==> src/hw/rtl/mfbr_ram.sv <==
// Generic single-port RAM with registered read data.
module mfbr_ram #(
    parameter int unsigned WIDTH = 8,
    parameter int unsigned DEPTH = 16
) (
    input  logic                     i_clk,
    input  logic                     i_we,
    input  logic [$clog2(DEPTH)-1:0] i_addr,
    input  logic [WIDTH-1:0]         i_wdata,
    output logic [WIDTH-1:0]         o_rdata
);

    logic [WIDTH-1:0] r_mem [DEPTH];
    logic [WIDTH-1:0] r_rdata;

    always_ff @(posedge i_clk) begin
        if (i_we) begin
            r_mem[i_addr] <= i_wdata;
        end
        r_rdata <= r_mem[i_addr];
    end

    assign o_rdata = r_rdata;

endmodule

==> config.mk <==
export PLATFORM = sky130hd
export DESIGN_NAME = mfbr_ram
export DESIGN_NICKNAME = d
export VERILOG_FILES = /design/src/hw/rtl/mfbr_ram.sv
export SDC_FILE = /design/constraint.sdc
export NUM_CORES = 1
export LEC_CHECK = 0
export ABC_CLOCK_PERIOD_IN_PS = 3750
export BUFFER_PORTS_ARGS = -buffer_cell sky130_fd_sc_hd__buf_2
export CAP_MARGIN = 0
export CORE_MARGIN = 5
export CORE_UTILIZATION = 40
export CTS_CLUSTER_DIAMETER = 30
export DETAILED_ROUTE_END_ITERATION = 6
export RECOVER_POWER = 50
export SYNTH_ARGS = -nofsm -noshare
export SYNTH_HDL_FRONTEND = slang
export SYNTH_SLANG_ARGS = --single-unit
==> constraint.sdc <==
create_clock -name i_clk -period 3.75 [get_ports i_clk]
set_clock_uncertainty 0.1 [all_clocks]
set_input_delay 0.75 -clock i_clk [delete_from_list [all_inputs] [get_ports i_clk]]
set_output_delay 0.75 -clock i_clk [all_outputs]
set_load 0.02 [all_outputs]
Word level (Yosys, flattened, before mapping)
Memory sizes are Yosys's and may differ from the RTL's. A register that Yosys moved wholly into a read port is not among the register bits.
Index checks and enable logic that the tools add are counted.
- reduce and logical (&&, ||, !) cells: 0
- shift-type cells: 0
- equality and inequality tests: 0
- add/sub/neg operators: 0
- magnitude comparators: 0
- multipliers: 0
- div/mod/pow operators: 0
- mux-type cells: 2
- bitwise logic cells: 0
- operators with widths (cell ; count):
    1-bit 2-to-1 mux ; 2
- bits of input ports: 14
- bits in latches: 0
- memories kept: 1
- bits in registers: 0
- bits in writable memories: 128
- word-level logic and storage cells: 3
- output and inout port bits: 8
- bits in read-only memories: 0
- memories (name ; depth ; width ; rd ports ; clocked after memory_dff ; wr ports ; RTL line ; text):
    r_mem ; 16 ; 8 ; 1 ; 1 ; 1 ; 13 ; logic [WIDTH-1:0] r_mem [DEPTH];

Logic depth before layout (Yosys ltp)
- depth in word-level cells: 2
- gate-level depth with buffers: 5
- gate-level depth less buffers: 3

Worst setup path before layout
OpenSTA, ideal clock, no wires.
- path type: input -> register
- from: input i_addr[2]
- to: memory r_mem[0][0], enable pin
- library setup time: 383 ps
- stages on the path: 2
- slack: 1407 ps
- data arrival time: 1860 ps
- required time: 3267 ps
- path buffers: 0
- cells stage by stage: or3b_2 > nor3_1
- RTL lines (what ; RTL line ; text):
    start: declaration ; 8 ; input logic [$clog2(DEPTH)-1:0] i_addr,
    end: declaration ; 13 ;
Straight into the memory's write port.

==> results.sh <==
export IMPL_grt_util_met2_pct=22.4
export IMPL_relSlewSlack_pct=32.7
export IMPL_pre_cts_ws_ns=0.801
export IMPL_worst_slack_ns=1.29
export IMPL_syn_inst=230
export IMPL_grtUsageMet1_pct=19.6
export IMPL_die_y_um=123
export IMPL_crit_path_max_fanout=32
export IMPL_cts_clk_slew_worst_paths_ns=0.06
export IMPL_first_global_vias=2521
export IMPL_cp_required_ns=3.93
export IMPL_hold_violations=0
export IMPL_top_usage_layer="met2"
export IMPL_dp_hpwl_um=6170
export IMPL_synth_common_cells="edfxtp_1, mux4_2, a22oi_1"
export IMPL_grt_start_max_net_pins=33
export IMPL_dieArea_mm2=0.0150
export IMPL_path_cells="buf_2, buf_4, mux4_2, a22oi_1, nand2_1"
export IMPL_grt_overflow_total=0
export IMPL_ys_flop_type="edfxtp_1"
export IMPL_syn_nets=244
export IMPL_finalSetupTns_ns=0
export IMPL_cts_resized=0
export IMPL_cpPeakStageDelay_ns=0.74
export IMPL_grt_pass1_wl_um=15200
export IMPL_post_cts_buffers=0
export IMPL_yosysTopAreaCell="edfxtp_1"
export IMPL_core_area_mm2=0.0125
export IMPL_fin_crit_ns=2.46
export IMPL_cts_tree="built"
export IMPL_cts_sinks=136
export IMPL_vdd_ir_drop_max_v=0.000394
export IMPL_drt_initial_drc_count=153
export IMPL_path_class="in2reg"
export IMPL_ys_seq_elements=136
export IMPL_rows=41
export IMPL_status="complete, no violations"
export IMPL_async_reset_ff_share_pct=0
export IMPL_place_gp_congestion=0.723
export IMPL_worstPathArrival_ns=2.64
export IMPL_root_buffer="clkbuf_16"
export IMPL_antenna_found_initial=0
export IMPL_clk_latency_ns=0.41
export IMPL_drtPass1Iterations=4
export IMPL_crit_path_end_kind="flop"
export IMPL_ant_nets=0
export IMPL_routed_via_density=5.16
export IMPL_post_route_cell_area_mm2=0.00611
export IMPL_finalWirelength_um=9630
export IMPL_via_count=2369
export IMPL_synth_area_leaders="edfxtp_1, mux4_2, dfxtp_1"
export IMPL_finalSetupViolations=0
export IMPL_holdWs_ns=0.580
export IMPL_die_x_um=123
export IMPL_period_share_pct=65.5
export IMPL_diodes=0
export IMPL_synth_distinct_cells=18
export IMPL_drive_gt1_share_pct=28.6
export IMPL_port_buffers=21
export IMPL_final_max_slew_violation_count=0
export IMPL_nets=288
export IMPL_start_util_pct=40.5
export IMPL_tightest_slew_ns=1.01
export IMPL_cts_htree_levels=4
export IMPL_synth_edf_count=128
export IMPL_syn_to_final_growth_pct=20.6
export IMPL_use_met3_pct=3.87
export IMPL_place_area_mm2=0.00544
export IMPL_rsz0062_at_grt="no"
export IMPL_io_pins=22
export IMPL_drc=0
export IMPL_drv_cap=0
export IMPL_yosysMostFrequentCell="edfxtp_1"
export IMPL_fillers=1041
export IMPL_startpoint_type="primary input"
export IMPL_yosys_area_top_type_share_pct=75.9
export IMPL_synth_area_per_cell_um2=22.0
export IMPL_cts_buffer_depth=2
export IMPL_regArea_mm2=0.00400
export IMPL_netlist_area_mm2=0.00507
export IMPL_cp_slowest_cell="buf_2"
export IMPL_p_leak_nw=1.99
export IMPL_yosysWarnings=0
export IMPL_post_drt_wl_per_cell_um=21.0
export IMPL_final_core_util_pct=48.8
export IMPL_power_density_mw_per_mm2=619
export IMPL_cts_buffers=17
export IMPL_fmax_mhz=407
export IMPL_cts_hold_buf=0
export IMPL_multi_input_area_mm2=0.00100
export IMPL_hold_class="reg2reg"
export IMPL_grt_usage_pct=14.4
export IMPL_seq_area_frac_synth_pct=79.0
cell families (layout without fill, tap and decap cells):
logic type	Yosys count	count (layout)	share of synthesized area [%]
flops	136	136	79.0
simple gates	35	35	3.21
mux	32	32	14.2
compound gates	16	16	2.37
buf+inv	11	68	1.19
cell usage in the layout, fill, tap and decap left out, types with 7 or more instances in the layout:
cell and count:
nand2_1 9, mux4_2 32, edfxtp_1 128, clkbuf_1 17
buf_4 15, clkbuf_16 17, dfxtp_1 8, a22oi_1 16
bufinv_16 7, nor2_1 13
layout make-up:
class | count | area share, %
clock inverters | 13 | 4.07
flip-flops and latches | 136 | 65.5
repair buffers | 36 | 3.23
well taps | 172 | 3.52
multi-input cells | 83 | 16.4
clock buffers | 19 | 7.25
layer usage:
layer / wire length [um] / up-vias
met1: 4360 / 1252
met5: 0 / -
met4: 99 / 0
met2: 4820 / 56
li1: - / 1052
met3: 355 / 9
power by group:
group / internal (mW) / switching [mW]
registers: 1.70 / 0.00913
clock network: 1.33 / 0.587
logic: 0.0601 / 0.0994
total: 3.09 / 0.696
sequential cells by signal (all words and copies together), names as in the netlist:
signal,count
r_mem,128
o_rdata,8
path summary, 6_finish.rpt:
path / from / endpoint / slack (ns) / cells after the start
max: i_addr[0] / o_rdata[0] / 1.29 / 5
min: r_mem[14][0] / o_rdata[0] / 0.58 / 3
max reg2reg: r_mem[7][1] / o_rdata[1] / 2.27 / 3
min reg2reg: r_mem[14][0] / o_rdata[0] / 0.58 / 3
per-stage QoR:
| stage | total power [mW] | std cells |
|---|---|---|
| 2_1_floorplan | 1.84 | 230 |
| 3_3_place_gp | 1.90 | 427 |
| 3_5_place_dp | 1.91 | 427 |
| 4_1_cts | 3.83 | 459 |
| 5_1_grt | 3.91 | 459 |
| 6_report | 3.79 | 459 |
critical path, delay by kind of cell:
kind	cells	cell delay [ns]
AND/OR/NAND/NOR	1	0.07
multiplexers	1	0.52
buffers and inverters	2	1.09
AO/OA/AOI/OAI	1	0.20
(Power assumes the default switching activity.)
