### src/hw/rtl/mfbr_pkg.sv
// Shared types and constants of the MSB-first bit reader.
package mfbr_pkg;

    localparam int unsigned BUF_BYTES_DEF  = 4096;
    localparam int unsigned MAX_FIELD_BITS = 64;
    localparam int unsigned ACC_BITS       = MAX_FIELD_BITS + 8;

    typedef enum logic [1:0] {
        OP_APPEND = 2'd0,
        OP_PEEK   = 2'd1,
        OP_READ   = 2'd2
    } t_op;

    typedef enum logic [1:0] {
        S_IDLE,
        S_FETCH,
        S_DRAIN,
        S_DONE
    } t_state;

    // control from the sequencer to the field assembler
    typedef struct packed {
        logic       clr;
        logic       shift_en;
        logic [2:0] align;
        logic [6:0] count;
    } t_asm_ctl;

endpackage

### src/hw/rtl/mfbr_asm.sv
// Field assembler: collects fetched bytes, aligns and masks the field.
module mfbr_asm
    import mfbr_pkg::*;
(
    input  logic                      i_clk,
    input  t_asm_ctl                  i_ctl,
    input  logic [7:0]                i_byte,
    output logic [MAX_FIELD_BITS-1:0] o_value
);

    logic [ACC_BITS-1:0]       r_acc;
    logic [ACC_BITS-1:0]       shifted;
    logic [MAX_FIELD_BITS-1:0] mask;

    always_ff @(posedge i_clk) begin
        if (i_ctl.clr) begin
            r_acc <= '0;
        end else if (i_ctl.shift_en) begin
            r_acc <= {r_acc[ACC_BITS-9:0], i_byte};
        end
    end

    // trailing bits of the last byte drop off; count bits are kept
    always_comb begin
        shifted = r_acc >> i_ctl.align;
        if (i_ctl.count >= 7'(MAX_FIELD_BITS)) begin
            mask = '1;
        end else begin
            mask = (MAX_FIELD_BITS'(1) << i_ctl.count) - MAX_FIELD_BITS'(1);
        end
        o_value = shifted[MAX_FIELD_BITS-1:0] & mask;
    end

endmodule

### config.mk
export PLATFORM = sky130hd
export DESIGN_NAME = mfbr_asm
export DESIGN_NICKNAME = d
export VERILOG_FILES = /design/src/hw/rtl/mfbr_pkg.sv /design/src/hw/rtl/mfbr_asm.sv
export SDC_FILE = /design/constraint.sdc
export NUM_CORES = 1
export LEC_CHECK = 0
export CORE_UTILIZATION = 45
export CTS_CLUSTER_SIZE = 24
export DETAILED_ROUTE_END_ITERATION = 6
export DONT_BUFFER_PORTS = 1
export GPL_ROUTABILITY_DRIVEN = 0
export PLACE_DENSITY = 0.64
export SYNTH_ARGS = -nofsm -noshare
export SYNTH_HDL_FRONTEND = slang
export SYNTH_SLANG_ARGS = --single-unit
### constraint.sdc
create_clock -name i_clk -period 4.35 [get_ports i_clk]
set_clock_uncertainty 0.15 [all_clocks]
set_input_delay 0.87 -clock i_clk [delete_from_list [all_inputs] [get_ports i_clk]]
set_output_delay 0.87 -clock i_clk [all_outputs]
set_load 0.01 [all_outputs]
# Yosys cells after proc, flatten, opt, wreduce, memory -nomap -nowiden
# Cells that the tools add are included.
[word_totals] mem_bits_ro=0 ram_bits=0 inputBits=21 n_memories=0 reg_bits=72 latch_bits=0
[classes] div=0 muxes=1 multipliers=0 shift=2 n_bitwise=1 magnitude_cmp=1 n_addsub=1 n_eq_ne=0 reduce_logical=0
[ops] op=">> shifter 72 x 3 -> 64 bit" count=1
[ops] op="bitwise AND 64 bit" count=1
[ops] op="two-way mux 64 bit" count=1
[ops] op="left shift 1 x 7 -> 64 bit, first input constant" count=1
[ops] op="subtractor 64 x 2 -> 64 bit, second input constant" count=1
[ops] op="greater-or-equal comparator 7 bit, second input constant" count=1

# Depth between registers and ports, before layout
# Gate-level depths: netlist of the first run.
[logic_depth] word_depth=4 mapped_depth=13

# Worst setup path before layout of the first run
# OpenSTA, ideal clock, no wires.
[synth_path] kind="input port to output port" startpoint="input port i_ctl[3] (netlist name)" endpoint="output port o_value[48]" arrival_time_ps=3104 setup_slack_ps=226 required_ps=3330 stages=13 cell_sequence="buf_4 > buf_4 > buf_4 > buf_4 > nor2_1 > nand2_1 > ha_1 > inv_1 > a31oi_4 > nand4_2 > a211oi_4 > o21ai_1 > a221oi_1"
[synth_via] elab_chain_len=4
[synth_rtl] element="start, declared" line="mfbr_asm.sv:6" text="input t_asm_ctl i_ctl,"
[synth_rtl] element="left shift 1 x 7 -> 64 bit" line="mfbr_asm.sv:29" text="mask = (MAX_FIELD_BITS'(1) << i_ctl.count) - MAX_FIELD_BITS'(1);"
[synth_rtl] element="subtractor 64 x 2 -> 64 bit" line="mfbr_asm.sv:29"
[synth_rtl] element="two-way mux 64 bit *" line="mfbr_asm.sv:26" text="if (i_ctl.count >= 7'(MAX_FIELD_BITS)) begin"
[synth_rtl] element="bitwise AND 64 bit *" line="mfbr_asm.sv:31" text="o_value = shifted[MAX_FIELD_BITS-1:0] & mask;"
[synth_rtl] element="end, declared" line="mfbr_asm.sv:8" text="output logic [MAX_FIELD_BITS-1:0] o_value"
# Every way passes the cells marked *; elsewhere a longest branch is shown, timed or not.

# Worst setup path after layout of the first run
[layout_path] startpoint="input port i_ctl[6] (netlist name)" endpoint="output port o_value[32]"
# Same word-level chain as after synthesis.

==> run summary, run 1 <==
final hold vios: 0
starting density of the core: 0.461
hold path cells: 2
Core Region: 14500 sq um
largest area contributor in the netlist: dfxtp_1
setup_tns: 0 ns
Largest Register: r_acc
Num CTS Buffers: 9
Synth warnings: 0
startpoint types: primary input
CTS clock-pin slew for the worst setup and hold paths: 0.05 ns
Post-synth EDFFs: 0
Max Clock Freq: 237 MHz
startpoint of the worst register-to-register path: r_acc[29]
Slew HR: 0.544
Syn-to-layout area delta: 6.18%
cell count after synthesis: 860
TritonCTS clock tree: built
Main synth FF type: dfxtp_1
ranking of synthesized cells by area: dfxtp_1 (21%), mux2i_1 (18%), nor2_1 (9.9%)
routed wire length: 21.3 mm
DIE AREA: 15400 sq um
Buffers & Inverters on Critical Path: 2
CP max stage cell: or4b_1
Die Y: 124 microns
ratio of final minimum period to clock period: 0.970
CP top delay family: simple AND/OR/NAND/NOR gates
drt wl/cell: 21.1 microns
synth cell count leaders: nor2_1 (176), mux2i_1 (120), nand2_1 (75)
Yosys top cell area share: 0.212
Max Buffers Root-to-Sink: 2
post-CTS resize count: 0
synthesized area per cell: 7.79 sq um
ys async rst share: 0
worst-margin pin slew: 0.682 ns
Post-Syn Nets: 882
overall fraction of global-route tracks in use: 0.277
Worst EP required: 3.33 ns
count leader, synth: nor2_1
fraction of layout cells with a size suffix above 1: 0.132
number of DRC markers in iteration 0: 781
# rows: 44
antenna-violating nets left: 0
post-DR vias/cell: 6.41
leakage: 0.00290 uW
number of antenna violations at the first check in global routing: 0
largest net degree at the start of global routing: 81
final setup violation count: 0
most used cell, CP: nor2_1
Placed Cells: 992
DP HPWL: 15.2 mm
Via Count: 6463
multi-input logic area: 4900 sq um
Power per Cell Area: 257 nW/um^2
Reg2Reg Capture Point: r_acc[37]
Crit path arrival time: 3.20 ns
FF+latch area: 1420 sq um
Hold Crit Start: r_acc[69]
status: finished, final reports clean
MaxCap Viol Count: 0
R2R cell count: 2
CP max stage delay: 0.53 ns
Filler Cell Count: 1442
Hold WC Path Type: reg2reg
min Tclk post-route: 4.22 ns
Hold Buf Count CTS: 0
htree depth: 3
Slew Limit Fails: 0
clk root buf: clkbuf_16
Worst Hold End: r_acc[69]
CP max FO: 44
clock tree sinks: 71
Seq/Total Area, Yosys: 0.212
# diodes: 0
CP Cell Sequence: or4b_1 > nor2_1 > nand2_1 > ha_1 > inv_1 > a31oi_4 > nand4_2 > nor2_1 > xor2_1 > a221oi_1 > buf_4
GR Overflow Total: 0
Synth cell types: 79
final net count: 841
DRT Pass-1 Iters: 5
vias in the first global route: 5683
Post CTS Setup Buffer Count: 0
FF+latch count, synth: 71
worst reg2reg setup slack: 3.47 ns
critical path capture point type: output pin
top flop regs: r_acc x71
max FFs per register: 71
Mapped Area: 6700 sq um
WS Path Type: in2out
I/O Pins: 85
# port buffers: 0
global-route wire length before repair: 32.3 mm
unrepaired setup endpoints after global routing: false
DIE WIDTH: 124 microns
Worst-Skew Late Latency: 0.33 ns
IR Drop Worst-Case VDD: 0.000189 V
Finished Layout Cells: 1008
# DRC: 0
[layer usage]
layer,vias to the layer above,GRT usage,wire (microns)
li1,3048,-,-
met1,3004,0.379,9300
met2,345,0.406,9110
met3,66,0.0582,1930
met4,0,0.142,964
met5,-,0,0
[how the worst max path moves through the flow]
stage / startpoint / to / slack, ns / cells after the start
final: i_ctl[6] / o_value[32] / 0.13 / 11
after global routing: i_ctl[6] / o_value[32] / 0.08 / 11
after CTS: i_ctl[6] / o_value[32] / 0.19 / 11
after detailed placement: i_ctl[6] / o_value[32] / 0.21 / 11
after global placement: i_ctl[6] / o_value[32] / 0.25 / 11
after floorplan: i_ctl[3] / o_value[48] / 0.23 / 13
[logic make-up after synthesis]
| group | share of synthesized area |
|---|---|
| muxes | 0.280 |
| DFF | 0.212 |
| xor gates and xnor gates | 0.0144 |
| buffers and inverters | 0.0573 |
| AOI/OAI and AO/OA | 0.176 |
| and+or+nand+nor | 0.258 |
| adders and majority gates | 0.00187 |
[layout make-up]
class / instances / share of cell area
Sequential cell: 71 / 0.200
Multi-Input combinational cell: 704 / 0.688
Timing Repair Buffer: 26 / 0.0274
Inverter: 7 / 0.00369
Tap cell: 184 / 0.0323
Clock inverter: 6 / 0.0151
Clock buffer: 10 / 0.0336
[through the flow]
step / util / hold slack [ns] / instance area (sq um) / setup slack (ns) / power [uW]
3_3_place_gp: 0.466 / 0.331 / 6770 / 0.254 / 1000
4_1_cts: 0.490 / 0.362 / 7120 / 0.195 / 1840
2_1_floorplan: - / 0.310 / 6700 / 0.226 / 1010
6_report: 0.490 / 0.358 / 7120 / 0.132 / 1830
5_1_grt: 0.490 / 0.406 / 7120 / 0.0812 / 1890
3_5_place_dp: 0.466 / 0.347 / 6770 / 0.211 / 1000
[placed cells by master, fill, tap and decap left out, types with 4 or more instances in the layout]
cell	netlist	final
clkbuf_16	0	9
buf_4	9	26
mux2i_1	120	120
a2111oi_0	5	5
nor2b_1	11	11
nor4_1	6	6
dfxtp_1	71	71
or2_2	4	4
nand2_1	75	75
nor3_1	22	22
nand3_1	13	13
xor2_1	5	5
xnor2_1	6	6
mux4_2	19	19
a221oi_1	11	11
nor2_1	176	176
a211oi_1	31	31
o21ai_0	24	24
mux2_2	22	22
nor3b_1	5	5
inv_1	6	6
o211ai_1	4	4
nand2b_1	7	7
a21oi_1	58	58
[tightest hold or removal path: stages, from the launching register on]
cell	delay (ns)
dfxtp_1	0.33
mux2i_1	0.07
nor2_1	0.07
[power breakdown]
group / switching (uW) / internal, uW / total (uW)
registers: 10.8 / 660 / 671
clock network: 257 / 573 / 830
logic: 189 / 139 / 328
total: 457 / 1370 / 1830
No activity file was read; power rests on OpenSTA's default activity.
==> inputs of run 2 (changes only) <==
--- a/constraint.sdc
+++ b/constraint.sdc
@@ -3,3 +3,3 @@
 set_input_delay 0.87 -clock i_clk [delete_from_list [all_inputs] [get_ports i_clk]]
 set_output_delay 0.87 -clock i_clk [all_outputs]
-set_load 0.01 [all_outputs]
+set_load 0.1 [all_outputs]
==> run 2 against run 1 <==
Effect of this change:
- maximum frequency grew 0.21%
- clock power decreased by 23%
- flip-flop and latch count unchanged
- clock-buffer cell count grew 1
- first-iteration DRC count rose by 27%
- non-clock buffer count grew 61
- global-route usage grew 1.1 points
- die area unchanged
- design area is 24% higher
==> run summary, run 2 (synthesis results as in run 1) <==
Hold Buf Count CTS: 0 (unchanged)
Via Count: 6744 (+4.3%)
GR Overflow Total: 0 (unchanged)
final hold vios: 0 (unchanged)
global-route wire length before repair: 34.2 mm (+5.7%)
antenna-violating nets left: 0 (unchanged)
leakage: 0.00343 uW (+18%)
Setup crit start: i_ctl[0]
Slew HR: 0.422 (-0.122)
Placed Cells: 1053 (+6.1%)
min Tclk post-route: 4.21 ns (-0.00886 ns)
Die Y: 124 microns (unchanged)
Finished Cell Area: 8810 sq um (+24%)
Power per Cell Area: 238 nW/um^2 (-7.4%)
Max Buffers Root-to-Sink: 2 (unchanged)
routed wire length: 22.0 mm (+3.3%)
post-CTS resize count: 0 (unchanged)
htree depth: 3 (unchanged)
final net count: 902 (+7.3%)
Cell Int Power: 1330 uW (-3.2%)
Post CTS Setup Buffer Count: 0 (unchanged)
status: finished, final reports clean
TritonCTS clock tree: built
CTS clock-pin slew for the worst setup and hold paths: 0.05 ns (about the same)
Largest Register: r_acc
DIE WIDTH: 124 microns (unchanged)
post-DR vias/cell: 6.31 (-1.5%)
# DRC: 0 (unchanged)
most frequent cells in the layout: nor2_1 (166), mux2i_1 (120), nand2_1 (75), dfxtp_1 (71), buf_4 (49)
FF+latch area: 1420 sq um (unchanged)
IR Drop Worst-Case VDD: 0.000224 V (+18%)
Clock power frac: 0.305 (-0.149)
clk root buf: clkbuf_16
I/O Pins: 85 (unchanged)
ratio of final minimum period to clock period: 0.968 (-0.00204)
DP Area: 8550 sq um (+26%)
top flop regs: r_acc x71
Worst EP required: 3.33 ns (about the same)
critical path capture point type: output pin
Hold Crit Start: r_acc[69]
Seq pwr share: 0.320 (-0.047)
Net Sw Frac: 0.366 (+0.117)
max FFs per register: 71 (unchanged)
vias in the first global route: 6302 (+11%)
worst-margin pin slew: 0.866 ns (+0.183 ns)
MaxCap Viol Count: 0 (unchanged)
final setup violation count: 0 (unchanged)
Crit path arrival time: 3.19 ns (about the same)
fraction of layout cells with a size suffix above 1: 0.284 (+0.152)
largest net degree at the start of global routing: 81 (unchanged)
startpoint types: primary input
setup_tns: 0 ns (unchanged)
commonest non-fill, non-tap cell in the layout: nor2_1
clock tree sinks: 71 (unchanged)
Comb pwr share: 0.375 (+0.196)
Net Switching: 768 uW (+68%)
drt wl/cell: 20.6 microns (-2.5%)
Core Region: 14500 sq um (unchanged)
startpoint of the worst register-to-register path: r_acc[50]
unrepaired setup endpoints after global routing: false
# port buffers: 0 (unchanged)
# rows: 44 (unchanged)
Slew Limit Fails: 0 (unchanged)
overall fraction of global-route tracks in use: 0.287 (+0.0107)
# diodes: 0 (unchanged)
WS Path Type: in2out
number of DRC markers in iteration 0: 992 (+27%)
CP max FO: 22 (-50%)
Finished Layout Cells: 1068 (+6.0%)
Num CTS Buffers: 9 (unchanged)
starting density of the core: 0.461 (unchanged)
DRT Pass-1 Iters: 7 (+2)
multi-input logic area: 5720 sq um (+17%)
Max Clock Freq: 238 MHz (+0.21%)
DIE AREA: 15400 sq um (unchanged)
Syn-to-layout area delta: 31.5%
Hold WC Path Type: reg2reg
DP HPWL: 16.6 mm (+9.2%)
Worst-Skew Late Latency: 0.32 ns (about the same)
number of antenna violations at the first check in global routing: 0 (unchanged)
Filler Cell Count: 1235 (-14%)
==> run 2: cell types whose count changed in the layout (fill, tap and decap cells not counted), moves of 6 or more <==
cell      previous run  this run
a211oi_1            31        11
a211oi_2             0         6
a211oi_4             1        15
a21oi_1             58        47
a21oi_2              0         8
a221oi_1            11         0
a221oi_4             0        12
buf_12               0        35
buf_4               26        49
nor2_1             176       166
nor2_2               1         9
nor3_1              22        14
==> run 2: final cells by class <==
class	instances	area share
flip-flops and latches	71	0.161
clock inverters	4	0.00256
well taps	184	0.0261
repair buffers	87	0.131
inverters	7	0.00298
clock buffers	11	0.0275
multi-input cells	704	0.649
==> run 2: metal layers <==
layer / part of all wire / track usage / routed length (microns)
met1: 0.43 / 0.396 / 9570
met2: 0.46 / 0.447 / 10100
met3: 0.072 / 0.0366 / 1580
met4: 0.036 / 0.125 / 796
met5: 0 / 0 / 0
==> run 2: worst paths after layout <==
check        slack, ns           to  depth (start not counted)
max reg2reg       3.47    r_acc[50]                          2
min reg2reg       0.38    r_acc[69]                          2
min               0.38    r_acc[69]                          2
max               0.14  o_value[40]                         11
==> run 2: metrics by stage <==
step | utilization | hold WS (ns) | setup slack, ns | power, uW
6_report | 0.606 | 0.380 | 0.141 | 2100
4_1_cts | 0.606 | 0.386 | 0.170 | 2100
5_1_grt | 0.606 | 0.407 | 0.0520 | 2160
3_3_place_gp | 0.588 | 0.330 | 0.236 | 1460
3_5_place_dp | 0.588 | 0.351 | 0.180 | 1460
2_1_floorplan | - | 0.310 | -0.622 | 1340
==> run 2: power by group through the flow <==
| stage | sequential [uW] | clock (uW) | combinational, uW |
|---|---|---|---|
| 3_5_place_dp | 685 | 0 | 778 |
| 5_1_grt | 672 | 676 | 813 |
| 3_3_place_gp | 685 | 0 | 773 |
| 4_1_cts | 671 | 651 | 780 |
| 6_report | 672 | 639 | 785 |
| 2_1_floorplan | 680 | 0 | 659 |
==> run 2: worst max-delay path, stage by stage <==
cell and delay (ns):
or4b_4 0.19, nor2_2 0.04, nand2_1 0.05, ha_2 0.21, inv_2 0.05, a31oi_4 0.30
nand4_4 0.18, a211oi_4 0.59, xnor2_2 0.17, a221oi_4 0.31, buf_12 0.21
==> inputs of run 3 (changes only) <==
- CELL_PAD_IN_SITES_DETAIL_PLACEMENT: unset -> 1
- CELL_PAD_IN_SITES_GLOBAL_PLACEMENT: unset -> 1
- PLACE_DENSITY: 0.64 -> 0.81
==> run 3 against run 2 <==
Effect of this change:
- register-to-register slack worse by 0.13 ns
- clock-buffer cell count up 3
- maximum frequency up 1.9%
- core utilization up 0.060 points
- wire length up 22%
- die area unchanged
- worst setup slack better by 0.079 ns
- critical path depth unchanged
- critical path type unchanged
- via count up 4.8%
- design area about the same
==> run summary, run 3 (synthesis results as in run 1) <==
vias in the first global route: 6961 (+10%)
Worst EP required: 3.33 ns (about the same)
top flop regs: r_acc x71
overall fraction of global-route tracks in use: 0.353 (+0.0659)
most used cell, CP: nor2_2
Largest Register: r_acc
largest net degree at the start of global routing: 81 (unchanged)
leakage: 0.00343 uW (+0.16%)
Setup crit start: i_ctl[0]
CTS clock-pin slew for the worst setup and hold paths: 0.05 ns (about the same)
max FFs per register: 71 (unchanged)
DP HPWL: 20.1 mm (+21%)
Hold Buf Count CTS: 0 (unchanged)
worst-margin pin slew: 0.800 ns (-0.0657 ns)
dpl ws: 0.238 ns (+0.0579 ns)
final setup violation count: 0 (unchanged)
startpoint of the worst register-to-register path: r_acc[41]
IR Drop Worst-Case VDD: 0.000405 V (+81%)
DRT Pass-1 Iters: 5 (-2)
TritonCTS clock tree: built
MaxCap Viol Count: 0 (unchanged)
Post CTS Setup Buffer Count: 0 (unchanged)
drt wl/cell: 25.1 microns (+22%)
DIE WIDTH: 124 microns (unchanged)
Die Y: 124 microns (unchanged)
CP max FO: 22 (unchanged)
# DRC: 0 (unchanged)
Slew Limit Fails: 0 (unchanged)
Syn-to-layout area delta: 31.6% (about the same)
DIE AREA: 15400 sq um (unchanged)
Hold WC Path Type: reg2reg
post-DR vias/cell: 6.61 (+4.6%)
startpoint types: primary input
Crit path arrival time: 3.11 ns (-0.08 ns)
Core Region: 14500 sq um (unchanged)
final net count: 904 (+0.22%)
Slew HR: 0.467 (+0.0444)
Max Buffers Root-to-Sink: 2 (unchanged)
CP Cell Sequence: or4b_4 > nor2_2 > nand2_1 > ha_2 > inv_2 > a31oi_4 > nand4_1 > nor2_2 > nor3_1 > o31a_2 > buf_12
final worst setup slack: 0.220 ns (+0.0788 ns)
Finished Cell Area: 8820 sq um (about the same)
most frequent cells in the layout: nor2_1 (166), mux2i_1 (120), nand2_1 (75), dfxtp_1 (71), buf_4 (51)
Worst-Skew Late Latency: 0.33 ns (about the same)
post-CTS resize count: 0 (unchanged)
Max Clock Freq: 242 MHz (+1.9%)
number of antenna violations at the first check in global routing: 0 (unchanged)
I/O Pins: 85 (unchanged)
GR Overflow Total: 0 (unchanged)
# rows: 44 (unchanged)
starting density of the core: 0.461 (unchanged)
clock tree sinks: 71 (unchanged)
Hold Crit Start: r_acc[69]
routed wire length: 26.9 mm (+22%)
htree depth: 3 (unchanged)
fraction of layout cells with a size suffix above 1: 0.282 (-0.00177)
Via Count: 7070 (+4.8%)
CP max stage cell: nor2_2
clk root buf: clkbuf_16
FF+latch area: 1420 sq um (unchanged)
Placed Cells: 1055 (+0.19%)
global-route wire length before repair: 40.7 mm (+19%)
status: finished, final reports clean
Finished Layout Cells: 1070 (+0.19%)
critical path capture point type: output pin
setup_tns: 0 ns (unchanged)
DP Area: 8560 sq um (+0.18%)
# diodes: 0 (unchanged)
WS Path Type: in2out
number of DRC markers in iteration 0: 923 (-7.0%)
Fin Hold WS: 0.374 ns (-0.00587 ns)
Power per Cell Area: 241 nW/um^2 (+1.4%)
CP max stage delay: 0.46 ns (-0.13 ns)
multi-input logic area: 5720 sq um (unchanged)
antenna-violating nets left: 0 (unchanged)
Filler Cell Count: 1656 (+34%)
ratio of final minimum period to clock period: 0.949 (-0.0181)
# port buffers: 0 (unchanged)
final hold vios: 0 (unchanged)
Num CTS Buffers: 9 (unchanged)
unrepaired setup endpoints after global routing: false
min Tclk post-route: 4.13 ns (-0.0788 ns)
commonest non-fill, non-tap cell in the layout: nor2_1
-- run 3: cell count changes in the layout (fill, tap and decap cells not counted) --
cell / previous run / this run
clkinvlp_4: 1 / 0
clkinv_2: 3 / 1
buf_4: 49 / 51
clkbuf_1: 1 / 4
-- run 3: metal layers --
layer / track usage / up-vias / routed length [microns]
met2: 0.560 / 301 / 12600
met4: 0.183 / 0 / 1280
li1: - / 3161 / -
met5: 0 / - / 0
met1: 0.455 / 3527 / 11300
met3: 0.0650 / 81 / 1710
-- run 3: layout make-up --
type	count	area share
multi-input combinational	704	0.648
sequential	71	0.161
timing repair buffer	89	0.132
clock buffer	14	0.0288
tap	184	0.0261
inverter	7	0.00298
clock inverter	1	0.000567
-- run 3: metrics by stage --
stage	util	power (uW)
floorplan	-	1340
global placement	0.589	1460
detailed placement	0.589	1480
CTS	0.607	2140
global route	0.607	2200
finish	0.607	2130
-- run 3: worst max-delay path, delay by kind of cell --
family / cells / cell delay [ns]
buf+inv: 2 / 0.23
simple gates: 6 / 1.11
fa+ha+maj: 1 / 0.21
compound gates: 2 / 0.67
-- run 3: final timing paths --
check,endpoint,slack [ns],cells past startpoint
setup reg to reg,r_acc[41],3.34,2
hold / removal,r_acc[69],0.37,2
hold reg to reg,r_acc[69],0.37,2
setup / recovery,o_value[46],0.22,11
-- run 3: power breakdown --
part | internal (uW) | switching (uW)
registers | 660 | 12.3
clock network | 398 | 256
logic | 274 | 527
